`src/hdl/circular_bitmap_range_mark_core_macros.svh`:
```
// Assertion shorthands shared by the RTL.
`ifndef CIRCULAR_BITMAP_RANGE_MARK_CORE_MACROS_SVH
`define CIRCULAR_BITMAP_RANGE_MARK_CORE_MACROS_SVH

// Hold an invariant at every clock edge outside reset.
`define CBRM_ASSERT_ALWAYS(label, clk, rst, expr) \
   label: assert property (@(posedge clk) disable iff (rst) (expr)) \
      else $error("invariant violated");

// Hold a consequence in the cycle after its trigger.
`define CBRM_ASSERT_NEXT(label, clk, rst, ante, cons) \
   label: assert property (@(posedge clk) disable iff (rst) (ante) |=> (cons)) \
      else $error("sequence violated");

`endif

```
`src/hdl/cbrm_pkg.sv`:
```
`timescale 1ns / 1ps

package cbrm_pkg;

   localparam int MAX_SLOTS_DEFAULT = 65536;
   localparam int WORD_BITS_DEFAULT = 64;

   localparam int SLOT_W = 16;
   localparam int LEN_W  = 17;

   localparam logic [LEN_W-1:0] BUF_LEN_RESET = 17'd65536;

   localparam logic OP_WRITE = 1'b0;
   localparam logic OP_QUERY = 1'b1;

   typedef struct packed {
      logic              opcode;
      logic [SLOT_W-1:0] start_slot;
      logic [LEN_W-1:0]  run_length;
      logic              mark_value;
   } req_type;

   typedef struct packed {
      logic any_marked;
      logic range_error;
   } rsp_type;

   typedef enum logic [3:0] {
      STATE_CLEAR,
      STATE_IDLE,
      STATE_CHECK,
      STATE_SPLIT,
      STATE_FIRST_RUN,
      STATE_FIRST_DRAIN,
      STATE_SECOND_RUN,
      STATE_SECOND_DRAIN,
      STATE_FINISH
   } ctl_state_type;

   typedef struct packed {
      logic clear_step;
      logic accept;
      logic check;
      logic split;
      logic issue;
      logic load_second;
      logic load_rsp;
   } ctl_cmd_type;

   typedef struct packed {
      logic clear_last;
      logic run_error;
      logic run_empty;
      logic run_wraps;
      logic last_step;
      logic rsp_free;
   } ctl_status_type;

endpackage

```
`src/hdl/cbrm_ctrl.sv`:
```
`timescale 1ns / 1ps
`include "circular_bitmap_range_mark_core_macros.svh"

module cbrm_ctrl (
   input  logic                     clock,
   input  logic                     reset,
   input  logic                     req_valid,
   output logic                     req_stall,
   input  cbrm_pkg::ctl_status_type status,
   output cbrm_pkg::ctl_cmd_type    cmd
);

   import cbrm_pkg::*;

   ctl_state_type state_ff;
   ctl_state_type state_in;

   always_ff @(posedge clock) begin
      if (reset) begin
         state_ff <= STATE_CLEAR;
      end else begin
         state_ff <= state_in;
      end
   end

   always_comb begin
      state_in  = state_ff;
      cmd       = '0;
      req_stall = 1'b1;
      case (state_ff)
         STATE_CLEAR: begin
            cmd.clear_step = 1'b1;
            if (status.clear_last) begin
               state_in = STATE_IDLE;
            end
         end
         STATE_IDLE: begin
            req_stall = 1'b0;
            if (req_valid) begin
               cmd.accept = 1'b1;
               state_in   = STATE_CHECK;
            end
         end
         STATE_CHECK: begin
            cmd.check = 1'b1;
            if (status.run_error || status.run_empty) begin
               state_in = STATE_FINISH;
            end else begin
               state_in = STATE_SPLIT;
            end
         end
         STATE_SPLIT: begin
            cmd.split = 1'b1;
            state_in  = STATE_FIRST_RUN;
         end
         STATE_FIRST_RUN: begin
            cmd.issue = 1'b1;
            if (status.last_step) begin
               state_in = STATE_FIRST_DRAIN;
            end
         end
         STATE_FIRST_DRAIN: begin
            if (status.run_wraps) begin
               cmd.load_second = 1'b1;
               state_in        = STATE_SECOND_RUN;
            end else begin
               state_in = STATE_FINISH;
            end
         end
         STATE_SECOND_RUN: begin
            cmd.issue = 1'b1;
            if (status.last_step) begin
               state_in = STATE_SECOND_DRAIN;
            end
         end
         STATE_SECOND_DRAIN: begin
            state_in = STATE_FINISH;
         end
         STATE_FINISH: begin
            if (status.rsp_free) begin
               cmd.load_rsp = 1'b1;
               state_in     = STATE_IDLE;
            end
         end
         default: begin
            state_in = STATE_IDLE;
         end
      endcase
   end

   `CBRM_ASSERT_ALWAYS(a_cmd_exclusive, clock, reset, $onehot0({cmd.clear_step, cmd.accept, cmd.check, cmd.split, cmd.issue, cmd.load_second, cmd.load_rsp}))
   `CBRM_ASSERT_NEXT(a_reject_finishes, clock, reset, (state_ff == STATE_CHECK) && (status.run_error || status.run_empty), state_ff == STATE_FINISH)
   `CBRM_ASSERT_NEXT(a_last_drains, clock, reset, ((state_ff == STATE_FIRST_RUN) || (state_ff == STATE_SECOND_RUN)) && status.last_step, (state_ff == STATE_FIRST_DRAIN) || (state_ff == STATE_SECOND_DRAIN))

endmodule

```
`config.mk`:
```
export PLATFORM = sky130hd
export DESIGN_NAME = cbrm_ctrl
export DESIGN_NICKNAME = d
export VERILOG_FILES = /design/src/hdl/cbrm_pkg.sv /design/src/hdl/cbrm_ctrl.sv
export VERILOG_INCLUDE_DIRS = /design/src /design/src/hdl
export SDC_FILE = /design/constraint.sdc
export NUM_CORES = 1
export LEC_CHECK = 0
export ABC_CLOCK_PERIOD_IN_PS = 1100
export CAP_MARGIN = 10
export CELL_PAD_IN_SITES_DETAIL_PLACEMENT = 0
export CELL_PAD_IN_SITES_GLOBAL_PLACEMENT = 1
export CORE_AREA = 2 2 39 41
export DETAILED_ROUTE_END_ITERATION = 12
export DIE_AREA = 0 0 41 43
export DONT_BUFFER_PORTS = 1
export GPL_ROUTABILITY_DRIVEN = 0
export PLACE_DENSITY_LB_ADDON = 0.1
export SETUP_SLACK_MARGIN = 0.2
export SYNTH_ARGS = -nofsm -noshare
export SYNTH_HDL_FRONTEND = slang
export SYNTH_SLANG_ARGS = --single-unit
```
`constraint.sdc`:
```
create_clock -name clock -period 1.1 [get_ports clock]
set_input_delay 0.165 -clock clock [delete_from_list [all_inputs] [get_ports clock]]
set_output_delay 0.165 -clock clock [all_outputs]
set_load 0.02 [all_outputs]
```
**Word level (Yosys, flattened, before mapping)**

Index checks and enable logic that the tools add are counted.

- Bits in registers: 4
- Output and inout bits: 8
- Word-level logic and storage cells: 37

- Eq/ne operators: 13
- Mux-type cells: 19
- Reduce and logical (&&, ||, !) cells: 4

Operators with widths:

| cell | number |
|---|---|
| $pmux W4 S9 | 1 |
| $mux W4 | 7 |
| $eq A4 B3 Y1 const B | 4 |
| $mux W1 | 11 |
| $ne A2 B2 Y1 const B | 5 |
| $eq A4 B2 Y1 const B | 2 |
| $reduce_and A5 Y1 | 1 |
| $eq A4 B1 Y1 const B | 1 |
| $eq A4 B4 Y1 const B | 1 |
| $logic_not A4 Y1 | 1 |
| $reduce_or A2 Y1 | 1 |
| $logic_or A1 B1 Y1 | 1 |

**Depth between registers and ports, before layout**

Gate-level depths: netlist of run 1.

- Depth in word-level cells: 3
- Gate-level depth with buffers: 4

**Worst setup path after synthesis of run 1**

OpenSTA, ideal clock, no wires.

- Path type: reg2out
- Start: register state_ff[2]
- End: output cmd[6] (netlist name)
- Arrival time: 1.214 ns
- Slack: -0.279 ns
- Stages on the path, launching flop included: 3
- Buffers on the path: 1
- Cell sequence: dfxtp_1 > buf_4 > nor4_1

RTL lines:

| item | RTL line | text |
|---|---|---|
| from (decl) | cbrm_ctrl.sv:15 | `ctl_state_type state_ff;` |
| from (signal assigned) | cbrm_ctrl.sv:22 | `state_ff <= state_in;` |
| to (decl) | cbrm_ctrl.sv:10 | `output cbrm_pkg::ctl_cmd_type cmd` |

==> flow_metrics.tcl, run 1 <==
set metrics [dict create \
    status "complete, but fails checks" \
    violations "negative setup slack" \
    max_freq_mhz 735 \
    wl_um 1200 \
    registers.top_by_ff_count "state_ff" \
    path_clk_slew_ns 0.04 \
    wl_per_cell_um 14.1 \
    netSwitchingFraction_pct 28.9 \
    synth.most_common_cell "dfxtp_1" \
    period_share_pct 124 \
    first_iter_violations 6 \
    die_w_um 41 \
    tightest_slew_ns 0.251 \
    synth_area_leaders "dfxtp_1 (21%), nor3b_2 (6.7%), buf_6 (6.0%)" \
    dieHeight_um 43 \
    clock_latency_ns 0.24 \
    synth_area_sq_um 375 \
    startpoint "state_ff[3]$_SDFFE_PP0P_" \
    synth.distinct_cells 30 \
    reg2reg_slack_ns -0.20 \
    slew_headroom_pct 83.2 \
    largest_reg_flops 4 \
    worst_slack_ns -0.261 \
    comb_power_share_pct 32.9 \
    yosys_register_bits 4 \
    power.density_nw_per_um2 684 \
    gr-total-overflow 0 \
    worstHoldStart "reset" \
    cp-end-kind "primary output" \
    root_buffer "clkbuf_4" \
    crit_type "register to primary output" \
    cts.path.max_buffers 2 \
    grt_max_degree 11 \
    ys.flop_type "dfxtp_1" \
    holdCritPathClass "input port to register" \
    io_pins 17 \
    dp.cells 70 \
    r2r_end "state_ff[1]$_SDFFE_PP0P_" \
    r2r-start "state_ff[2]$_SDFFE_PP0P_" \
    die-area_sq_um 1760 \
    r2r_cells 4 \
    ys_top_cells_by_count "dfxtp_1 (4), inv_1 (3), nor2_1 (3)" \
    fin_nets 80 \
    whs_path_depth 2 \
    layout.cells.non_filler 85 \
    hold_end "state_ff[2]$_SDFFE_PP0P_" \
    antenna_found_initial 0 \
    cts_tree "built" \
    switchingPower_uw 147 \
    path_max_fanout 5 \
    core_sq_um 1380 \
    crit_arrival_ns 1.20 \
    viasPerCell 5.20 \
    yosysTopAreaCell "dfxtp_1" \
    start_util_pct 27.1 \
    drc 0 \
    p_int_uw 362 \
    fill_cells 122 \
    multi_input_area_sq_um 362 \
    clkSinkCount 4 \
    place_hpwl_um 807 \
    avgSynthCellArea_sq_um 8.34 \
    reg.largest.list "state_ff: 4 flops" \
    ff_latch_area_sq_um 95.1 \
    grt_pass1_vias 391 \
    drive_above_1_share_pct 66.7 \
    htreeDepth 1 \
    io_buffers 0 \
    num_vias 442 \
    ant_nets 0 \
    max-cap-violations 0 \
    crit_required_ns 0.94 \
    grt_pass1_wl_um 1670 \
    post-route-min-period_ns 1.36 \
    finalHoldViolations 0 \
    pwr-share-seq_pct 30.2 \
    ys_seq_area_share_pct 21.3 \
    yosysTopAreaCellShare_pct 21.3 \
    synth-edff-count 0 \
    rows 14 \
    cts_inserted_buffers 3 \
    skew_ns 0.00641 \
    rsz0062_at_grt "yes" \
    finalSetupViolations 12 \
    antenna_cells 0 \
    clkPwrFrac_pct 36.9 \
    start_kind "register" \
    slew_viol_final 0 \
    areaGrowthSynthToFinish_pct 98.3 \
    synth-async-reset-ratio_pct 0 \
    syn_nets 54 \
    fin_setup_tns_ns -2.06 \
    grt.total_usage_pct 14.8 \
    ys_warn_count 0 \
    dr.pass1.iters 4 \
    syn_inst 45 \
    ir_worst_vdd_uv 459 \
    power_leakage_nw 0.305 \
]
## critical path, cell delays in order (launching register included)
cell	delay, ns
dfxtp_4	0.38
buf_12	0.14
nor4bb_4	0.26
buf_4	0.18
## metal layers
layer  global-route usage (%)  up-vias  wire [um]
li1                         -      217          -
met1                     19.6      207        513
met2                     19.4       14        586
met3                     2.09        4         74
met4                     14.0        0         21
met5                        0        -          0
## cells in the final DEF, fill, tap and decap left out, types with 2 or more instances in the layout
master	n
and3_4	2
buf_12	2
buf_4	17
buf_6	5
clkbuf_4	3
dfxtp_4	4
inv_1	3
nand2b_4	2
nand4_1	2
nor2_1	2
nor3_2	2
nor3b_4	2
## worst max-delay path by stage
stage	endpoint	slack (ns)	depth (start not counted)
2_1_floorplan	state_ff[3]$_SDFFE_PP0P_	-0.09	4
3_3_place_gp	state_ff[1]$_SDFFE_PP0P_	-0.07	3
4_1_cts	cmd[4]	-0.26	3
6_report	cmd[3]	-0.26	3
5_1_grt	cmd[6]	-0.30	3
3_5_place_dp	state_ff[1]$_SDFFE_PP0P_	-0.08	3
## through the flow
step	util, %	hold slack [ns]	power (mW)	instance area (sq um)	setup slack, ns
floorplan	-	0.227	0.254	467	-0.0892
global placement	40.8	0.231	0.281	564	-0.0731
detailed placement	40.8	0.233	0.283	564	-0.0776
CTS	51.3	0.0778	0.511	709	-0.265
global route	53.8	0.0940	0.539	744	-0.301
finish	53.8	0.0909	0.509	744	-0.261
## final cells by class
class | instances | area share (%)
multi-input combinational | 34 | 48.6
clock buffer | 3 | 3.03
timing repair buffer | 25 | 31.4
inverter | 3 | 1.51
sequential | 4 | 12.8
tap | 16 | 2.69
## cells by family (layout without fill, tap and decap cells)
family	count (synthesis)	count (layout)	synth area share, %
AOI/OAI and AO/OA	11	11	21.7
buffers and inverters	7	31	13.0
and+or+nand+nor	22	22	41.3
muxes	1	1	2.67
DFF	4	4	21.3
## power by group through the flow
stage	Sequential (mW)	Combinational (mW)	Clock (mW)
4_1_cts	0.154	0.155	0.202
6_report	0.154	0.168	0.188
3_3_place_gp	0.165	0.116	0
3_5_place_dp	0.164	0.118	0
2_1_floorplan	0.158	0.0966	0
5_1_grt	0.155	0.179	0.205
## what timing repair did
item | CTS | global route
hold endpoints to repair | 1 | 0
setup buffers | 9 | 2
endpoints found under the setup margin | 12 | 12
gates resized for setup | 12 | 6
hold buffers | 1 | 0
pin swaps | 5 | 7
Power figures use the tool's default switching activity.
==> inputs of run 2 (changes only) <==
--- a/config.mk
+++ b/config.mk
@@ -6,7 +6,7 @@
 export SDC_FILE = /design/constraint.sdc
 export NUM_CORES = 1
 export LEC_CHECK = 0
-export ABC_CLOCK_PERIOD_IN_PS = 1100
+export ABC_CLOCK_PERIOD_IN_PS = 1700
 export CAP_MARGIN = 10
 export CELL_PAD_IN_SITES_DETAIL_PLACEMENT = 0
 export CELL_PAD_IN_SITES_GLOBAL_PLACEMENT = 1
==> constraint.sdc (replaced) <==
create_clock -name clock -period 1.7 [get_ports clock]
set_input_delay 0.255 -clock clock [delete_from_list [all_inputs] [get_ports clock]]
set_output_delay 0.255 -clock clock [all_outputs]
set_load 0.02 [all_outputs]
==> flow_metrics.tcl, run 2 (synthesized netlist as in run 1, its figures left out) <==
set metrics [dict create \
    drive_above_1_share_pct 40.4 \
    r2r_end "state_ff[1]$_SDFFE_PP0P_" \
    viasPerCell 5.46 \
    ir_worst_vdd_uv 189 \
    tightest_slew_ns 0.264 \
    root_buffer "clkbuf_4" \
    status "complete, no violations" \
    drc 0 \
    finalHoldViolations 0 \
    reg.largest.list "state_ff: 4 flops" \
    worstHoldStart "reset" \
    slew_viol_final 0 \
    grt_pass1_vias 359 \
    worst_slack_ns 0.212 \
    power_leakage_nw 0.186 \
    period_share_pct 87.5 \
    fin_setup_tns_ns 0 \
    num_vias 371 \
    power.density_nw_per_um2 614 \
    clkSinkCount 4 \
    crit_required_ns 1.44 \
    wl_um 917 \
    dieHeight_um 43 \
    place_hpwl_um 716 \
    path_max_fanout 9 \
    registers.top_by_ff_count "state_ff" \
    max_freq_mhz 672 \
    r2r_cells 3 \
    mostFrequentLayoutCell "buf_4" \
    die-area_sq_um 1760 \
    grt_max_degree 16 \
    io_pins 17 \
    crit_arrival_ns 1.23 \
    rows 14 \
    r2r-start "state_ff[2]$_SDFFE_PP0P_" \
    grt.total_usage_pct 14.1 \
    core_sq_um 1380 \
    grt_pass1_wl_um 1600 \
    start_util_pct 27.1 \
    htreeDepth 1 \
    dr.pass1.iters 4 \
    hold_end "state_ff[3]$_SDFFE_PP0P_" \
    post-route-min-period_ns 1.49 \
    cp-end-kind "primary output" \
    reg2reg_slack_ns 0.51 \
    holdCritPathClass "input port to register" \
    largest_reg_flops 4 \
    max-cap-violations 0 \
    die_w_um 41 \
    slew_headroom_pct 82.3 \
    wl_per_cell_um 13.5 \
    antenna_cells 0 \
    layout_common_cells "buf_4 (8), inv_1 (3), nor2_1 (3), clkbuf_4 (3), dfxtp_2 (3)" \
    rsz0062_at_grt "yes" \
    cts_inserted_buffers 3 \
    holdWs_ns 0.0803 \
    crit_type "register to primary output" \
    preCtsSetupSlack_ns 0.375 \
    finalSetupViolations 0 \
    fill_cells 151 \
    first_iter_violations 2 \
    clock_latency_ns 0.23 \
    cts_tree "built" \
    gr-total-overflow 0 \
    areaGrowthSynthToFinish_pct 22.7 \
    ant_nets 0 \
    io_buffers 0 \
    start_kind "register" \
    path_clk_slew_ns 0.04 \
    cts.path.max_buffers 2 \
    skew_ns 0.00237 \
    antenna_found_initial 0 \
    fin_nets 63 \
    whs_path_depth 1 \
]
[run 2: final cells by class]
class	instances	area [sq um]	area share (%)
Inverter	3	11.3	2.45
Tap cell	16	20.0	4.35
Clock buffer	3	22.5	4.89
Sequential cell	4	87.6	19.0
Timing Repair Buffer	8	60.1	13.0
Multi-Input combinational cell	34	259	56.2
[run 2: what timing repair did]
item,CTS,global route
endpoints found under the setup margin,5,7
hold buffers,0,0
gates resized for setup,3,5
setup buffers,1,0
pin swaps,1,1
[run 2: through the flow]
stage / util [%] / power [mW] / instance area (sq um) / cells
after floorplan: - / 0.146 / 375 / 45
after global placement: 29.7 / 0.160 / 410 / 64
after detailed placement: 29.7 / 0.161 / 410 / 64
after CTS: 32.4 / 0.287 / 448 / 68
after global routing: 33.3 / 0.303 / 460 / 68
final: 33.3 / 0.283 / 460 / 68
[run 2: worst max-delay path, stage by stage, from the launching register on]
cell     delay (ns)
dfxtp_2        0.33
buf_4          0.17
nor4b_2        0.31
buf_4          0.20
[run 2: worst max path at each step]
stage / from / to / depth (start not counted)
after global routing: state_ff[0]$_SDFFE_PP0P_ / cmd[4] / 3
final: state_ff[0]$_SDFFE_PP0P_ / cmd[4] / 3
after floorplan: state_ff[2]$_SDFFE_PP0P_ / cmd[6] / 2
after global placement: state_ff[2]$_SDFFE_PP0P_ / cmd[0] / 2
after CTS: state_ff[2]$_SDFFE_PP0P_ / cmd[0] / 2
after detailed placement: state_ff[2]$_SDFFE_PP0P_ / state_ff[1]$_SDFFE_PP0P_ / 3
[run 2: where the power goes]
group	total, mW	switching [mW]	internal (mW)
Combinational	0.0621	0.0323	0.0298
Sequential	0.101	0.00484	0.0966
Clock	0.119	0.0402	0.0791
Total	0.283	0.0773	0.205
[run 2: routing by layer]
metal  global-route usage (%)  vias up  share of wire, %
met3                     6.28        0               3.9
li1                         -      186                 -
met2                     20.3        6                54
met1                     16.4      179                42
met4                     8.00        0                 0
met5                        0        -                 0
==> inputs of run 3 (changes only) <==
--- a/config.mk
+++ b/config.mk
@@ -16,6 +16,7 @@
 export DONT_BUFFER_PORTS = 1
 export GPL_ROUTABILITY_DRIVEN = 0
 export PLACE_DENSITY_LB_ADDON = 0.1
+export RECOVER_POWER = 100
 export SETUP_SLACK_MARGIN = 0.2
 export SYNTH_ARGS = -nofsm -noshare
 export SYNTH_HDL_FRONTEND = slang
==> flow_metrics.tcl, run 3 (synthesized netlist as in run 1, its figures left out) <==
set metrics [dict create \
    dp.cells 64 \
    antenna_found_initial 0 \
    post-route-min-period_ns 1.56 \
    power_leakage_nw 0.172 \
    ant_nets 0 \
    crit_arrival_ns 1.31 \
    fin_util_pct 31.4 \
    wl_per_cell_um 13.7 \
    rows 14 \
    largest_reg_flops 4 \
    start_kind "register" \
    drive_above_1_share_pct 28.8 \
    place_hpwl_um 716 \
    cts_inserted_buffers 3 \
    num_vias 372 \
    start_util_pct 27.1 \
    r2r-start "state_ff[2]$_SDFFE_PP0P_" \
    grt.total_usage_pct 14.1 \
    total_power_uw 277 \
    io_pins 17 \
    layout.cells.non_filler 68 \
    fin_nets 63 \
    fin_area_sq_um 434 \
    hold_end "state_ff[3]$_SDFFE_PP0P_" \
    crit_type "register to primary output" \
    registers.top_by_ff_count "state_ff" \
    mostFrequentLayoutCell "buf_4" \
    max_freq_mhz 640 \
    clock_latency_ns 0.23 \
    gr-total-overflow 0 \
    io_buffers 0 \
    finalSetupViolations 0 \
    drc 0 \
    areaGrowthSynthToFinish_pct 15.7 \
    whs_path_depth 1 \
    path_clk_slew_ns 0.04 \
    viasPerCell 5.47 \
    root_buffer "clkbuf_4" \
    max-cap-violations 0 \
    tightest_slew_ns 0.447 \
    slew_headroom_pct 70.2 \
    worstHoldStart "reset" \
    status "complete, no violations" \
    dpl_cell_area_sq_um 410 \
    cts.path.max_buffers 2 \
    die-area_sq_um 1760 \
    cp-end-kind "primary output" \
    grt_max_degree 16 \
    clkSinkCount 4 \
    core_sq_um 1380 \
    wl_um 932 \
    rsz0062_at_grt "yes" \
    path_max_fanout 11 \
    cts_tree "built" \
    htreeDepth 1 \
    power.density_nw_per_um2 637 \
    r2r_cells 3 \
    skew_ns 0.00292 \
    grt_pass1_wl_um 1600 \
    dieHeight_um 43 \
    grt_pass1_vias 359 \
    ir_worst_vdd_uv 188 \
    antenna_cells 0 \
    finalHoldViolations 0 \
    dr.pass1.iters 3 \
    r2r_end "state_ff[0]$_SDFFE_PP0P_" \
    reg.largest.list "state_ff: 4 flops" \
    crit_required_ns 1.44 \
    holdCritPathClass "input port to register" \
    fin_setup_tns_ns 0 \
    period_share_pct 91.9 \
    slew_viol_final 0 \
    die_w_um 41 \
    reg2reg_slack_ns 0.25 \
    first_iter_violations 2 \
]
run 3: how the worst max path moves through the flow:
stage,start,endpoint,slack [ns],cells after the start
3_3_place_gp,state_ff[2]$_SDFFE_PP0P_,cmd[0],0.38,2
3_5_place_dp,state_ff[2]$_SDFFE_PP0P_,state_ff[1]$_SDFFE_PP0P_,0.38,3
4_1_cts,state_ff[2]$_SDFFE_PP0P_,cmd[0],0.19,2
6_report,state_ff[1]$_SDFFE_PP0P_,cmd[5],0.14,4
5_1_grt,state_ff[3]$_SDFFE_PP0P_,cmd[5],0.07,4
2_1_floorplan,state_ff[2]$_SDFFE_PP0P_,cmd[6],0.23,2
run 3: where the power goes:
group,internal [mW],switching [mW]
Combinational,0.0238,0.0318
Clock,0.0791,0.0406
Sequential,0.0965,0.00480
Total,0.199,0.0771
run 3: stage by stage:
stage                     setup slack, ns  hold slack, ns
after floorplan                     0.231           0.324
after global placement              0.383           0.327
final                               0.137          0.0805
after CTS                           0.189          0.0742
after global routing               0.0660          0.0695
after detailed placement            0.375           0.330
run 3: final cells by class:
cell class | instances | area, sq um
tap | 16 | 20.0
sequential | 4 | 86.3
clock buffer | 3 | 22.5
fill | 159 | 950
timing repair buffer | 8 | 46.3
inverter | 3 | 11.3
multi-input combinational | 34 | 248
run 3: critical path, cell delays in order, from the launching register on:
cell      delay [ns]
dfxtp_4         0.37
nor3b_2         0.25
nand2b_1        0.10
nor2_1          0.10
clkbuf_1        0.24
run 3: per-layer routing:
metal  share of wire [%]  global-route usage [%]
met3                 4.4                    6.28
met2                  54                    20.3
met1                  42                    16.4
met4                   0                    8.00
met5                   0                       0
run 3: repair_timing:
action | CTS | global route
hold buffers | 0 | 0
pin swaps | 1 | 1
setup endpoints to repair | 5 | 7
resized for setup | 3 | 5
setup buffers | 1 | 0
